<file path="src/hdl/dmwc_pkg.sv">
// ----------------------------------------------------------------------------
// dmwc_pkg
// Shared widths, defaults and types of the direct-mapped write-back cache
// tag controller.
// ----------------------------------------------------------------------------
package dmwc_pkg;

  localparam int ADDR_W          = 32;
  localparam int OFF_FW          = 5;
  localparam int BLK_FW          = 27;
  localparam int IDX_FW          = 7;
  localparam int TAG_FW          = 20;
  localparam int CNT_W           = 32;
  localparam int DEF_LINES       = 128;
  localparam int DEF_OFFSET_BITS = 5;

  typedef struct packed {
    logic valid;
    logic dirty;
  } dmwc_flags_t;

  typedef struct packed {
    logic fire;
    logic hit;
    logic wback;
  } dmwc_evt_t;

  typedef struct packed {
    logic [CNT_W-1:0] hits;
    logic [CNT_W-1:0] misses;
    logic [CNT_W-1:0] transfers;
  } dmwc_totals_t;

endpackage

</file>
<file path="src/hdl/dmwc_req_if.sv">
// ----------------------------------------------------------------------------
// dmwc_req_if
// Access channel: byte address and write flag per beat.
// ----------------------------------------------------------------------------
interface dmwc_req_if;

  logic                       valid;
  logic                       ready;
  logic [dmwc_pkg::ADDR_W-1:0] address;
  logic                       is_write;

  modport source (output valid, output address, output is_write, input ready);
  modport sink   (input valid, input address, input is_write, output ready);

endinterface

</file>
<file path="src/hdl/dmwc_rsp_if.sv">
// ----------------------------------------------------------------------------
// dmwc_rsp_if
// Result channel: address split, lookup outcome and running totals per beat.
// ----------------------------------------------------------------------------
interface dmwc_rsp_if;

  logic                       valid;
  logic                       ready;
  logic [dmwc_pkg::OFF_FW-1:0] byte_offset;
  logic [dmwc_pkg::BLK_FW-1:0] block_number;
  logic [dmwc_pkg::IDX_FW-1:0] line_index;
  logic [dmwc_pkg::TAG_FW-1:0] tag_value;
  logic                       miss;
  logic                       fetch_block;
  logic                       write_back;
  logic                       replaced;
  logic [dmwc_pkg::TAG_FW-1:0] evicted_tag;
  logic [dmwc_pkg::CNT_W-1:0]  hit_total;
  logic [dmwc_pkg::CNT_W-1:0]  miss_total;
  logic [dmwc_pkg::CNT_W-1:0]  transfer_total;

  modport source (
    output valid, output byte_offset, output block_number, output line_index,
    output tag_value, output miss, output fetch_block, output write_back,
    output replaced, output evicted_tag, output hit_total, output miss_total,
    output transfer_total, input ready
  );
  modport sink (
    input valid, input byte_offset, input block_number, input line_index,
    input tag_value, input miss, input fetch_block, input write_back,
    input replaced, input evicted_tag, input hit_total, input miss_total,
    input transfer_total, output ready
  );

endinterface

</file>
<file path="src/hdl/dmwc_line_ram.sv">
// ----------------------------------------------------------------------------
// dmwc_line_ram
// Line state storage: flag memory (valid, dirty) and tag memory, one read
// and one write port each, registered read data. Sweeps the flag memory to
// zero after reset, one line per cycle.
// ----------------------------------------------------------------------------
module dmwc_line_ram #(
  parameter int LINES = dmwc_pkg::DEF_LINES,
  parameter int TAG_W = dmwc_pkg::ADDR_W - dmwc_pkg::DEF_OFFSET_BITS - $clog2(LINES)
) (
  input  logic                       clk,
  input  logic                       rst_n,
  input  logic                       rd_en,
  input  logic [$clog2(LINES)-1:0]   rd_idx,
  output dmwc_pkg::dmwc_flags_t      rd_flags,
  output logic [TAG_W-1:0]           rd_tag,
  input  logic                       wr_en,
  input  logic [$clog2(LINES)-1:0]   wr_idx,
  input  dmwc_pkg::dmwc_flags_t      wr_flags,
  input  logic [TAG_W-1:0]           wr_tag,
  output logic                       busy
);
  import dmwc_pkg::*;

  localparam int IDX_W = $clog2(LINES);

  dmwc_flags_t      flags_mem [LINES];
  logic [TAG_W-1:0] tag_mem   [LINES];

  logic             clr_busy_r;
  logic [IDX_W-1:0] clr_idx_r;

  logic             fl_we;
  logic [IDX_W-1:0] fl_addr;
  dmwc_flags_t      fl_data;

  always_ff @(posedge clk) begin
    if (!rst_n) begin
      clr_busy_r <= 1'b1;
      clr_idx_r  <= '0;
    end else if (clr_busy_r) begin
      clr_idx_r <= clr_idx_r + IDX_W'(1);
      if (clr_idx_r == IDX_W'(LINES - 1)) begin
        clr_busy_r <= 1'b0;
      end
    end
  end

  always_comb begin
    fl_we   = clr_busy_r || wr_en;
    fl_addr = clr_busy_r ? clr_idx_r : wr_idx;
    fl_data = clr_busy_r ? '0 : wr_flags;
  end

  always_ff @(posedge clk) begin
    if (fl_we) begin
      flags_mem[fl_addr] <= fl_data;
    end
    if (rd_en) begin
      rd_flags <= flags_mem[rd_idx];
    end
  end

  always_ff @(posedge clk) begin
    if (wr_en) begin
      tag_mem[wr_idx] <= wr_tag;
    end
    if (rd_en) begin
      rd_tag <= tag_mem[rd_idx];
    end
  end

  assign busy = clr_busy_r;

endmodule

</file>
<file path="src/hdl/dmwc_stats.sv">
// ----------------------------------------------------------------------------
// dmwc_stats
// Saturating hit, miss and transfer counters; presents the totals that
// include the access in flight.
// ----------------------------------------------------------------------------
module dmwc_stats (
  input  logic                   clk,
  input  logic                   rst_n,
  input  dmwc_pkg::dmwc_evt_t    evt,
  output dmwc_pkg::dmwc_totals_t totals_nxt
);
  import dmwc_pkg::*;

  dmwc_totals_t tot_r;

  function automatic logic [CNT_W-1:0] sat_add(input logic [CNT_W-1:0] v,
                                               input logic [1:0] inc);
    logic [CNT_W:0] sum;
    sum = {1'b0, v} + (CNT_W+1)'(inc);
    return sum[CNT_W] ? '1 : sum[CNT_W-1:0];
  endfunction

  always_comb begin
    totals_nxt.hits      = sat_add(tot_r.hits, {1'b0, evt.hit});
    totals_nxt.misses    = sat_add(tot_r.misses, {1'b0, !evt.hit});
    totals_nxt.transfers = sat_add(tot_r.transfers,
                                   2'(!evt.hit) + 2'(evt.wback));
  end

  always_ff @(posedge clk) begin
    if (!rst_n) begin
      tot_r <= '0;
    end else if (evt.fire) begin
      tot_r <= totals_nxt;
    end
  end

endmodule

</file>
<file path="src/hdl/direct_mapped_writeback_cache_tags.sv">
// ----------------------------------------------------------------------------
// direct_mapped_writeback_cache_tags
// Pipeline: access register (s1), then result register; throughput: one
// access per cycle unless the result channel stalls, set by the single
// read/write port pair of the line memories. Back-to-back accesses to one
// line see the previous update by forwarding. Reset: counters clear at once;
// the flag memory is swept to zero, during which no access is taken.
// ----------------------------------------------------------------------------
module direct_mapped_writeback_cache_tags #(
  parameter int LINES       = dmwc_pkg::DEF_LINES,
  parameter int OFFSET_BITS = dmwc_pkg::DEF_OFFSET_BITS
) (
  input logic       clk,
  input logic       rst_n,
  dmwc_req_if.sink  in_ch,
  dmwc_rsp_if.source out_ch
);
  import dmwc_pkg::*;

  localparam int IDX_W = $clog2(LINES);
  localparam int TAG_W = ADDR_W - OFFSET_BITS - IDX_W;

  logic              ram_busy;
  dmwc_flags_t       rd_flags;
  logic [TAG_W-1:0]  rd_tag;
  dmwc_flags_t       wr_flags;
  dmwc_evt_t         evt;
  dmwc_totals_t      totals_nxt;

  logic              in_ready;
  logic              in_take;
  logic [IDX_W-1:0]  in_idx;

  logic              s1_valid_r;
  logic [ADDR_W-1:0] s1_addr_r;
  logic              s1_wr_r;
  logic              s1_fire;
  logic [IDX_W-1:0]  s1_idx;
  logic [TAG_W-1:0]  s1_tag;

  logic              fwd_r;
  dmwc_flags_t       fwd_flags_r;
  logic [TAG_W-1:0]  fwd_tag_r;

  dmwc_flags_t       cur_flags;
  logic [TAG_W-1:0]  cur_tag;
  logic              hit;
  logic              repl;

  logic [ADDR_W-1:0] offs_ext;
  logic [ADDR_W-1:0] blk_ext;
  logic [ADDR_W-1:0] idx_ext;
  logic [ADDR_W-1:0] tag_ext;
  logic [ADDR_W-1:0] old_ext;

  logic              out_valid_r;
  logic [OFF_FW-1:0] offs_r;
  logic [BLK_FW-1:0] blk_r;
  logic [IDX_FW-1:0] idx_r;
  logic [TAG_FW-1:0] tag_r;
  logic              miss_r;
  logic              wback_r;
  logic              repl_r;
  logic [TAG_FW-1:0] old_tag_r;
  dmwc_totals_t      tot_r;

  // access stage
  assign in_idx   = in_ch.address[OFFSET_BITS +: IDX_W];
  assign s1_fire  = s1_valid_r && (!out_valid_r || out_ch.ready);
  assign in_ready = !ram_busy && (!s1_valid_r || s1_fire);
  assign in_take  = in_ch.valid && in_ready;
  assign in_ch.ready = in_ready;

  always_ff @(posedge clk) begin
    if (!rst_n) begin
      s1_valid_r <= 1'b0;
      fwd_r      <= 1'b0;
    end else begin
      if (in_take) begin
        s1_valid_r <= 1'b1;
        fwd_r      <= s1_fire && (in_idx == s1_idx);
      end else if (s1_fire) begin
        s1_valid_r <= 1'b0;
      end
    end
  end

  always_ff @(posedge clk) begin
    if (in_take) begin
      s1_addr_r   <= in_ch.address;
      s1_wr_r     <= in_ch.is_write;
      fwd_flags_r <= wr_flags;
      fwd_tag_r   <= s1_tag;
    end
  end

  // lookup and update stage
  assign s1_idx = s1_addr_r[OFFSET_BITS +: IDX_W];
  assign s1_tag = s1_addr_r[ADDR_W-1 -: TAG_W];

  always_comb begin
    cur_flags      = fwd_r ? fwd_flags_r : rd_flags;
    cur_tag        = fwd_r ? fwd_tag_r : rd_tag;
    hit            = cur_flags.valid && (cur_tag == s1_tag);
    repl           = !hit && cur_flags.valid;
    wr_flags.valid = 1'b1;
    wr_flags.dirty = s1_wr_r || (hit && cur_flags.dirty);
    evt.fire       = s1_fire;
    evt.hit        = hit;
    evt.wback      = repl && cur_flags.dirty;
    offs_ext       = ADDR_W'(s1_addr_r[OFFSET_BITS-1:0]);
    blk_ext        = s1_addr_r >> OFFSET_BITS;
    idx_ext        = ADDR_W'(s1_idx);
    tag_ext        = ADDR_W'(s1_tag);
    old_ext        = repl ? ADDR_W'(cur_tag) : '0;
  end

  dmwc_line_ram #(
    .LINES (LINES),
    .TAG_W (TAG_W)
  ) u_line_ram (
    .clk      (clk),
    .rst_n    (rst_n),
    .rd_en    (in_take),
    .rd_idx   (in_idx),
    .rd_flags (rd_flags),
    .rd_tag   (rd_tag),
    .wr_en    (s1_fire),
    .wr_idx   (s1_idx),
    .wr_flags (wr_flags),
    .wr_tag   (s1_tag),
    .busy     (ram_busy)
  );

  dmwc_stats u_stats (
    .clk        (clk),
    .rst_n      (rst_n),
    .evt        (evt),
    .totals_nxt (totals_nxt)
  );

  // result register
  always_ff @(posedge clk) begin
    if (!rst_n) begin
      out_valid_r <= 1'b0;
    end else if (s1_fire) begin
      out_valid_r <= 1'b1;
    end else if (out_ch.ready) begin
      out_valid_r <= 1'b0;
    end
  end

  always_ff @(posedge clk) begin
    if (s1_fire) begin
      offs_r    <= offs_ext[OFF_FW-1:0];
      blk_r     <= blk_ext[BLK_FW-1:0];
      idx_r     <= idx_ext[IDX_FW-1:0];
      tag_r     <= tag_ext[TAG_FW-1:0];
      miss_r    <= !hit;
      wback_r   <= evt.wback;
      repl_r    <= repl;
      old_tag_r <= old_ext[TAG_FW-1:0];
      tot_r     <= totals_nxt;
    end
  end

  assign out_ch.valid          = out_valid_r;
  assign out_ch.byte_offset    = offs_r;
  assign out_ch.block_number   = blk_r;
  assign out_ch.line_index     = idx_r;
  assign out_ch.tag_value      = tag_r;
  assign out_ch.miss           = miss_r;
  assign out_ch.fetch_block    = miss_r;
  assign out_ch.write_back     = wback_r;
  assign out_ch.replaced       = repl_r;
  assign out_ch.evicted_tag    = old_tag_r;
  assign out_ch.hit_total      = tot_r.hits;
  assign out_ch.miss_total     = tot_r.misses;
  assign out_ch.transfer_total = tot_r.transfers;

`ifndef SYNTHESIS
  a_no_take_while_clearing: assert property (@(posedge clk) disable iff (!rst_n)
    ram_busy |-> !in_ch.ready)
    else $error("access taken during flag sweep");

  a_wback_needs_repl: assert property (@(posedge clk) disable iff (!rst_n)
    s1_fire && evt.wback |-> repl && !hit)
    else $error("write-back without eviction");

  a_repl_is_miss: assert property (@(posedge clk) disable iff (!rst_n)
    out_valid_r && out_ch.replaced |-> out_ch.miss)
    else $error("replacement reported on hit");

  a_transfers_cover_misses: assert property (@(posedge clk) disable iff (!rst_n)
    out_valid_r |-> out_ch.transfer_total >= out_ch.miss_total)
    else $error("transfer total below miss total");
`endif

endmodule
</file>
<file path="src/flat_wrapper.sv">
// flat-port wrapper written by rule: the top's interface ports become plain ports
module direct_mapped_writeback_cache_tags_flat import dmwc_pkg::*;
#(
  parameter int LINES       = dmwc_pkg::DEF_LINES,
  parameter int OFFSET_BITS = dmwc_pkg::DEF_OFFSET_BITS
)
  (clk, rst_n, in_ch_valid, in_ch_address, in_ch_is_write, in_ch_ready, out_ch_valid, out_ch_byte_offset, out_ch_block_number, out_ch_line_index, out_ch_tag_value, out_ch_miss, out_ch_fetch_block, out_ch_write_back, out_ch_replaced, out_ch_evicted_tag, out_ch_hit_total, out_ch_miss_total, out_ch_transfer_total, out_ch_ready);
  dmwc_req_if in_ch_i ();
  dmwc_rsp_if out_ch_i ();
  input logic clk;
  input logic rst_n;
  input wire logic [$bits(in_ch_i.valid)-1:0] in_ch_valid;
  input wire logic [$bits(in_ch_i.address)-1:0] in_ch_address;
  input wire logic [$bits(in_ch_i.is_write)-1:0] in_ch_is_write;
  output wire logic [$bits(in_ch_i.ready)-1:0] in_ch_ready;
  output wire logic [$bits(out_ch_i.valid)-1:0] out_ch_valid;
  output wire logic [$bits(out_ch_i.byte_offset)-1:0] out_ch_byte_offset;
  output wire logic [$bits(out_ch_i.block_number)-1:0] out_ch_block_number;
  output wire logic [$bits(out_ch_i.line_index)-1:0] out_ch_line_index;
  output wire logic [$bits(out_ch_i.tag_value)-1:0] out_ch_tag_value;
  output wire logic [$bits(out_ch_i.miss)-1:0] out_ch_miss;
  output wire logic [$bits(out_ch_i.fetch_block)-1:0] out_ch_fetch_block;
  output wire logic [$bits(out_ch_i.write_back)-1:0] out_ch_write_back;
  output wire logic [$bits(out_ch_i.replaced)-1:0] out_ch_replaced;
  output wire logic [$bits(out_ch_i.evicted_tag)-1:0] out_ch_evicted_tag;
  output wire logic [$bits(out_ch_i.hit_total)-1:0] out_ch_hit_total;
  output wire logic [$bits(out_ch_i.miss_total)-1:0] out_ch_miss_total;
  output wire logic [$bits(out_ch_i.transfer_total)-1:0] out_ch_transfer_total;
  input wire logic [$bits(out_ch_i.ready)-1:0] out_ch_ready;
  assign in_ch_i.valid = in_ch_valid;
  assign in_ch_i.address = in_ch_address;
  assign in_ch_i.is_write = in_ch_is_write;
  assign in_ch_ready = in_ch_i.ready;
  assign out_ch_valid = out_ch_i.valid;
  assign out_ch_byte_offset = out_ch_i.byte_offset;
  assign out_ch_block_number = out_ch_i.block_number;
  assign out_ch_line_index = out_ch_i.line_index;
  assign out_ch_tag_value = out_ch_i.tag_value;
  assign out_ch_miss = out_ch_i.miss;
  assign out_ch_fetch_block = out_ch_i.fetch_block;
  assign out_ch_write_back = out_ch_i.write_back;
  assign out_ch_replaced = out_ch_i.replaced;
  assign out_ch_evicted_tag = out_ch_i.evicted_tag;
  assign out_ch_hit_total = out_ch_i.hit_total;
  assign out_ch_miss_total = out_ch_i.miss_total;
  assign out_ch_transfer_total = out_ch_i.transfer_total;
  assign out_ch_i.ready = out_ch_ready;
  direct_mapped_writeback_cache_tags #(.LINES(LINES), .OFFSET_BITS(OFFSET_BITS)) u_core (.clk(clk), .rst_n(rst_n), .in_ch(in_ch_i), .out_ch(out_ch_i));
endmodule
</file>
<file path="config.mk">
export PLATFORM = sky130hd
export DESIGN_NAME = direct_mapped_writeback_cache_tags_flat
export DESIGN_NICKNAME = d
export VERILOG_FILES = /design/src/hdl/dmwc_pkg.sv /design/src/hdl/dmwc_req_if.sv /design/src/hdl/dmwc_rsp_if.sv /design/src/hdl/dmwc_line_ram.sv /design/src/hdl/dmwc_stats.sv /design/src/hdl/direct_mapped_writeback_cache_tags.sv /design/src/flat_wrapper.sv
export SDC_FILE = /design/constraint.sdc
export NUM_CORES = 2
export LEC_CHECK = 0
export ABC_AREA = 1
export BUFFER_PORTS_ARGS = -buffer_cell sky130_fd_sc_hd__buf_4
export CORE_ASPECT_RATIO = 0.75
export CORE_MARGIN = 2
export CORE_UTILIZATION = 25
export DETAILED_ROUTE_END_ITERATION = 7
export HOLD_SLACK_MARGIN = 0.06
export SLEW_MARGIN = 0
export SYNTH_ARGS = -nofsm -noshare
export SYNTH_HDL_FRONTEND = slang
export SYNTH_SLANG_ARGS = --single-unit
</file>
<file path="constraint.sdc">
create_clock -name clk -period 8.67 [get_ports clk]
set_input_delay 0 -clock clk [delete_from_list [all_inputs] [get_ports clk]]
set_output_delay 0 -clock clk [all_outputs]
set_load 0.005 [all_outputs]
</file>
# Yosys cells after proc, flatten, opt, wreduce, memory -nomap -nowiden
# Memory sizes are Yosys's and may differ from the RTL's. A register that Yosys moved wholly into a read port is not among the register bits.
# Cells that the tools add are included.
dict set report classes {
  n_reduce_logical 18
  n_eq_ne 3
  add_sub_neg 5
  mux 17
}
# cell n
set op_table {}
lappend op_table {{2-to-1 mux 32 bit} 3}
lappend op_table {{adder 32 x 1 -> 33 bit} 2}
lappend op_table {{adder 32 x 2 -> 33 bit} 1}
lappend op_table {{== test 20 bit} 1}
lappend op_table {{2-to-1 mux 20 bit} 1}
lappend op_table {{2-to-1 mux 1 bit} 10}
lappend op_table {{logical AND 1 bit} 8}
lappend op_table {{adder 7 x 1 -> 7 bit (second input constant)} 1}
lappend op_table {{== test 7 bit} 1}
lappend op_table {{== test 7 bit (second input constant)} 1}
lappend op_table {{2-to-1 mux 7 bit} 1}
lappend op_table {{zero test 1 bit} 4}
lappend op_table {{logical OR 1 bit} 4}
lappend op_table {{2-to-1 mux 2 bit} 2}
lappend op_table {{nonzero test 2 bit} 2}
lappend op_table {{adder 1 x 1 -> 2 bit} 1}
dict set report word_totals {
  reg_bits 339
  output_inout_bits 181
  in_bits 37
  ramBits 2816
  elab_cells 68
  memories 2
}
# memory depth width read_ports rd_ports_with_merged_regs write_ports line
set mem_list {}
lappend mem_list {u_core.u_line_ram.tag_mem 128 20 1 1 1 dmwc_line_ram.sv:28} ;# logic [TAG_W-1:0] tag_mem [LINES];
lappend mem_list {u_core.u_line_ram.flags_mem 128 2 1 1 1 dmwc_line_ram.sv:27} ;# dmwc_flags_t flags_mem [LINES];

# Logic depth before layout (Yosys ltp)
dict set report depth {
  ltp_word 9
  mapped_depth 27
  depth_no_buf 26
}

# Hierarchy
# Synthesis repeated with hierarchy kept, for this count alone.
dict set report hier_totals {
  hier_cells 11214
  area_unflattened_um2 129569.3
}
# module area_per_inst_um2 cells_each instances seq_area_each_um2
set by_module_without_submodules {}
lappend by_module_without_submodules {dmwc_line_ram 114885.2 9507 1 85381.9}
lappend by_module_without_submodules {direct_mapped_writeback_cache_tags 7581.0 507 1 6216.0}
lappend by_module_without_submodules {dmwc_stats 7103.1 1200 1 1921.8}

# Least setup slack after synthesis
# No wires, ideal clock.
dict set report synth_path {
  kind {reg2reg}
  from {register u_core.s1_addr_r[19]}
  to {memory u_core.u_line_ram.flags_mem[0][0] (netlist name), data pin}
  stages_incl_launch_ff 9
  synth_period_minus_slack_ns 6.891
  setup_slack_ns 1.779
  t_arrival_ns 5.999
  setup_time_ns 0.892
  n_path_buf 0
  required_time_ns 7.778
  cell_sequence {edfxtp_1 inv_1 nand2_1 nand2_1 nor2_1 nand2_1 nor2_1 nand4_1 a21oi_1}
}
# item line
set synth_rtl {}
lappend synth_rtl {{start, declared} direct_mapped_writeback_cache_tags.sv:35} ;# logic [ADDR_W-1:0] s1_addr_r;
lappend synth_rtl {{start signal, assigned} direct_mapped_writeback_cache_tags.sv:90} ;# s1_addr_r <= in_ch.address;
lappend synth_rtl {{end, declared} dmwc_line_ram.sv:27}

==> out/metrics.csv <==
stage,metric,value,unit
die,die_h,626,um
routing,drcViolationCount,0,
critical_path,cp_slowest_cell,dfxtp_1,
logic_synthesis,yosys_most_used_dff,edfxtp_1,
placed_design,dpl.hpwl,213000,um
job,cap_violations,0,
timing,rsz0062_at_grt,no,
logic_synthesis,ys_warn_count,0,
clock_network,clk_latency,0.90,ns
layout,areaGrowthSynthToFinish,15.3,%
power,leakagePower,0.0514,uW
layout,drive_gt1_share,9.57,%
logic_synthesis,syn-num-nets,11145,
grt,antenna_found_initial,16,
timing,final_max_slew_viol_count,0,
routing,via_per_inst,4.71,
timing,hold_viol_final,0,
power,ir_worst_vdd,0.159,mV
critical_path,setup.worst_path.start_class,flip-flop,
timing,tns,0,ns
die,rows,228,
timing,finClkSkew,0.0702,ns
layout,final_nets,11245,
routing,detail_route.wl_per_cell,21.1,um
critical_path,reg2reg_depth,25,
timing,slew_headroom,17.4,%
placed_design,gp_congestion,0.865,
critical_path,slowest_delay,1.12,ns
timing,min_period,5.62,ns
clock_network,numCtsBuffers,317,
routing,drt_wl_total,388000,um
grt,grt_pass1_wl,560000,um
die,die-width,833,um
hold_path,worstHoldStart,in_ch_address[8],
critical_path,cpMostUsedCell,nand2_1,
run_status,outcome,completed,
critical_path,crit_fanout,30,
timing,setup_viol,0,
layout,layout_commonest_cell,nand2_1,
logic_synthesis,postSynthCellCount,11101,
die,initial_utilization,25.1,%
clock_network,cts_num_sinks,3150,
timing,fin_hold_ws,0.172,ns
logic_synthesis,synth_edf_count,3043,
grt,grt_use_total,14.2,%
critical_path,ff2ff_setup_slack,3.05,ns
critical_path,critPathArrivalTime,6.44,ns
clock_network,cts-root-buf,clkbuf_16,
grt,gr-total-overflow,0,
placed_design,port_buffers,217,
logic_synthesis,avgSynthCellArea,11.6,sq um
grt,grt_pass1_vias,78844,
hold_path,hold_end,u_core.u_line_ram.rd_tag[19]$_DFFE_PP_,
hold_path,worstHoldPathCells,6,
critical_path,path_class,reg -> reg,
clock_network,htreeDepth,5,
logic_synthesis,netlist-cell-type-count,44,
critical_path,worstReg2RegEnd,u_core.u_stats.tot_r[1]$_SDFFE_PN0P_,
clock_network,clkTransAtPathRegs,0.06,ns
routing,first_pass_iters,6,
timing,max_freq,178,MHz
logic_synthesis,syn_area,0.129,sq mm
logic_synthesis,ys_ff_latch,3150,
clock_network,cts_tree,done,
timing,tightest_slew,1.24,ns
logic_synthesis,yosysSeqAreaShare,72.6,%
layout,layout_common_cells,"nand2_1, edfxtp_1, nand3_1, buf_4, clkbuf_16",
routing,dr_total_vias,86416,
timing,fin_crit_sh,64.8,%
routing,ant_nets,0,
critical_path,worstReg2RegStart,u_core.fwd_r$_SDFFE_PN0P_,
critical_path,worstSetupEndpointType,flip-flop,
grt,grt_max_degree,206,
critical_path,worstPathRequired,9.49,ns
die,io_pins,218,
critical_path,crit_family,simple AND/OR/NAND/NOR gates,
die,core_area,0.514,sq mm
logic_synthesis,synthArstFlopShare,0,%
critical_path,cp_num_buf_inv,5,
die,dieArea,0.521,sq mm
clock_network,clock_path_buffers,4,
routing,drt_iter0_drc,12504,
clock_network,post_cts_buffers,0,
hold_path,hp-class,in -> reg,
layout,fillers,52130,
power,p_per_area,211,mW/mm^2
==> timing repair <==
item | CTS | global route
gates resized for setup | 0 | 0
hold endpoints to repair | 120 | 0
hold buffers | 61 | 0
==> layout make-up <==
class | instances | area [sq um] | area share [%]
Tap cell | 6900 | 8630 | 5.81
Timing Repair Buffer | 494 | 4200 | 2.83
Clock inverter | 167 | 1510 | 1.01
Multi-Input combinational cell | 6960 | 31300 | 21.1
Clock buffer | 398 | 8390 | 5.64
Inverter | 278 | 1090 | 0.731
Sequential cell | 3150 | 93500 | 62.9
Antenna cell | 5 | 12.5 | 0.00842
==> power by group <==
group	internal, uW	total, uW	switching (uW)
sequential	16400	16400	1.73
clock	7590	13400	5850
combinational	372	1460	1090
==> kinds of logic after synthesis <==
group | share of synthesized area [%]
AOI/OAI and AO/OA | 0.845
xor gates and xnor gates | 0.224
DFF | 72.6
and+or+nand+nor | 22.7
adders and majority gates | 0.0738
buffers and inverters | 3.56
==> synthesized netlist by cell type, types with 6 or more instances <==
cell type,number,area [sq um]
nand3_2,28,280
nor2_1,448,1680
buf_1,60,225
dfxtp_1,107,2140
a21oi_1,77,385
nand2_1,3214,12100
o21ai_0,108,541
edfxtp_1,3043,91400
xor2_1,31,272
clkbuf_1,162,608
inv_1,261,980
buf_4,84,631
nand3b_1,7,52.6
nand3_1,2871,14400
nand4_1,16,100
o21ai_1,17,85.1
inv_2,14,52.6
nand2_2,13,81.3
ha_1,6,75.1
or2_2,14,87.6
buf_6,7,78.8
nor2_2,10,62.6
buf_2,400,2000
nor3_1,65,325
==> metal layers <==
metal  up-vias  routed length [um]  global-route usage, %
met3       555               42800                   3.56
met5         -                  23                      0
met1     42331              172000                   21.3
li1      39321                   -                      -
met2      4205              163000                   20.2
met4         4               10000                   3.58
==> flip-flops by register name (all words and copies together), names as in the netlist, 2 cells and up <==
name and flops:
u_core.u_line_ram.tag_mem 2560, u_core.u_line_ram.flags_mem 256, u_core.u_stats.tot_r 96, u_core.out_ch.hit_total 32
u_core.out_ch.miss_total 32, u_core.out_ch.transfer_total 32, u_core.s1_addr_r 32, u_core.fwd_tag_r 20
u_core.out_ch.evicted_tag 20, u_core.out_ch.tag_value 20, u_core.u_line_ram.rd_tag 20, u_core.u_line_ram.clr_idx_r 7
u_core.out_ch.line_index 6, u_core.out_ch.byte_offset 5, u_core.u_line_ram.rd_flags 2
==> worst register-to-register path, cell delays in order (launching register included) <==
cell,delay [ns]
dfxtp_1,1.12
inv_2,0.45
nand2_1,0.25
nand2_1,0.07
nand2_1,0.06
nand2_1,0.07
nand2_1,0.07
nor2_1,0.04
nand2_1,0.07
nor2_1,0.08
nand2_1,0.06
nand2_1,0.47
inv_2,0.26
nand2_1,0.17
fa_1,0.49
inv_1,0.10
ha_1,0.16
nand2_1,0.10
nor2_4,0.15
nand2_1,0.13
nor2_1,0.21
nand2_2,0.32
inv_2,0.31
or2_1,0.17
o21ai_0,0.08
inv_1,0.08
==> metrics by stage <==
step                      area [sq um]  setup WS (ns)  instances  utilization, %  total power, uW
after detailed placement        138000           3.25      17721            26.9            18200
after floorplan                 129000           1.78      11101               -            17700
final                           149000           3.05      18352            28.9            31300
after CTS                       149000           3.20      18347            28.9            31500
after global placement          138000           3.34      17721            26.9            18200
after global routing            149000           2.62      18347            28.9            32200
==> worst max-delay path by stage <==
stage	cells past startpoint	startpoint	slack [ns]	end
after floorplan	8	u_core.s1_addr_r[19]$_DFFE_PP_	1.78	u_core.u_line_ram.flags_mem[0][0]$_DFFE_PP_
after global placement	26	u_core.fwd_r$_SDFFE_PN0P_	3.34	u_core.u_stats.tot_r[5]$_SDFFE_PN0P_
after detailed placement	26	u_core.fwd_r$_SDFFE_PN0P_	3.25	u_core.u_stats.tot_r[5]$_SDFFE_PN0P_
after CTS	26	u_core.fwd_r$_SDFFE_PN0P_	3.20	u_core.u_stats.tot_r[5]$_SDFFE_PN0P_
after global routing	26	u_core.fwd_r$_SDFFE_PN0P_	2.62	u_core.u_stats.tot_r[11]$_SDFFE_PN0P_
final	25	u_core.fwd_r$_SDFFE_PN0P_	3.05	u_core.u_stats.tot_r[1]$_SDFFE_PN0P_
Power figures use the tool's default switching activity.
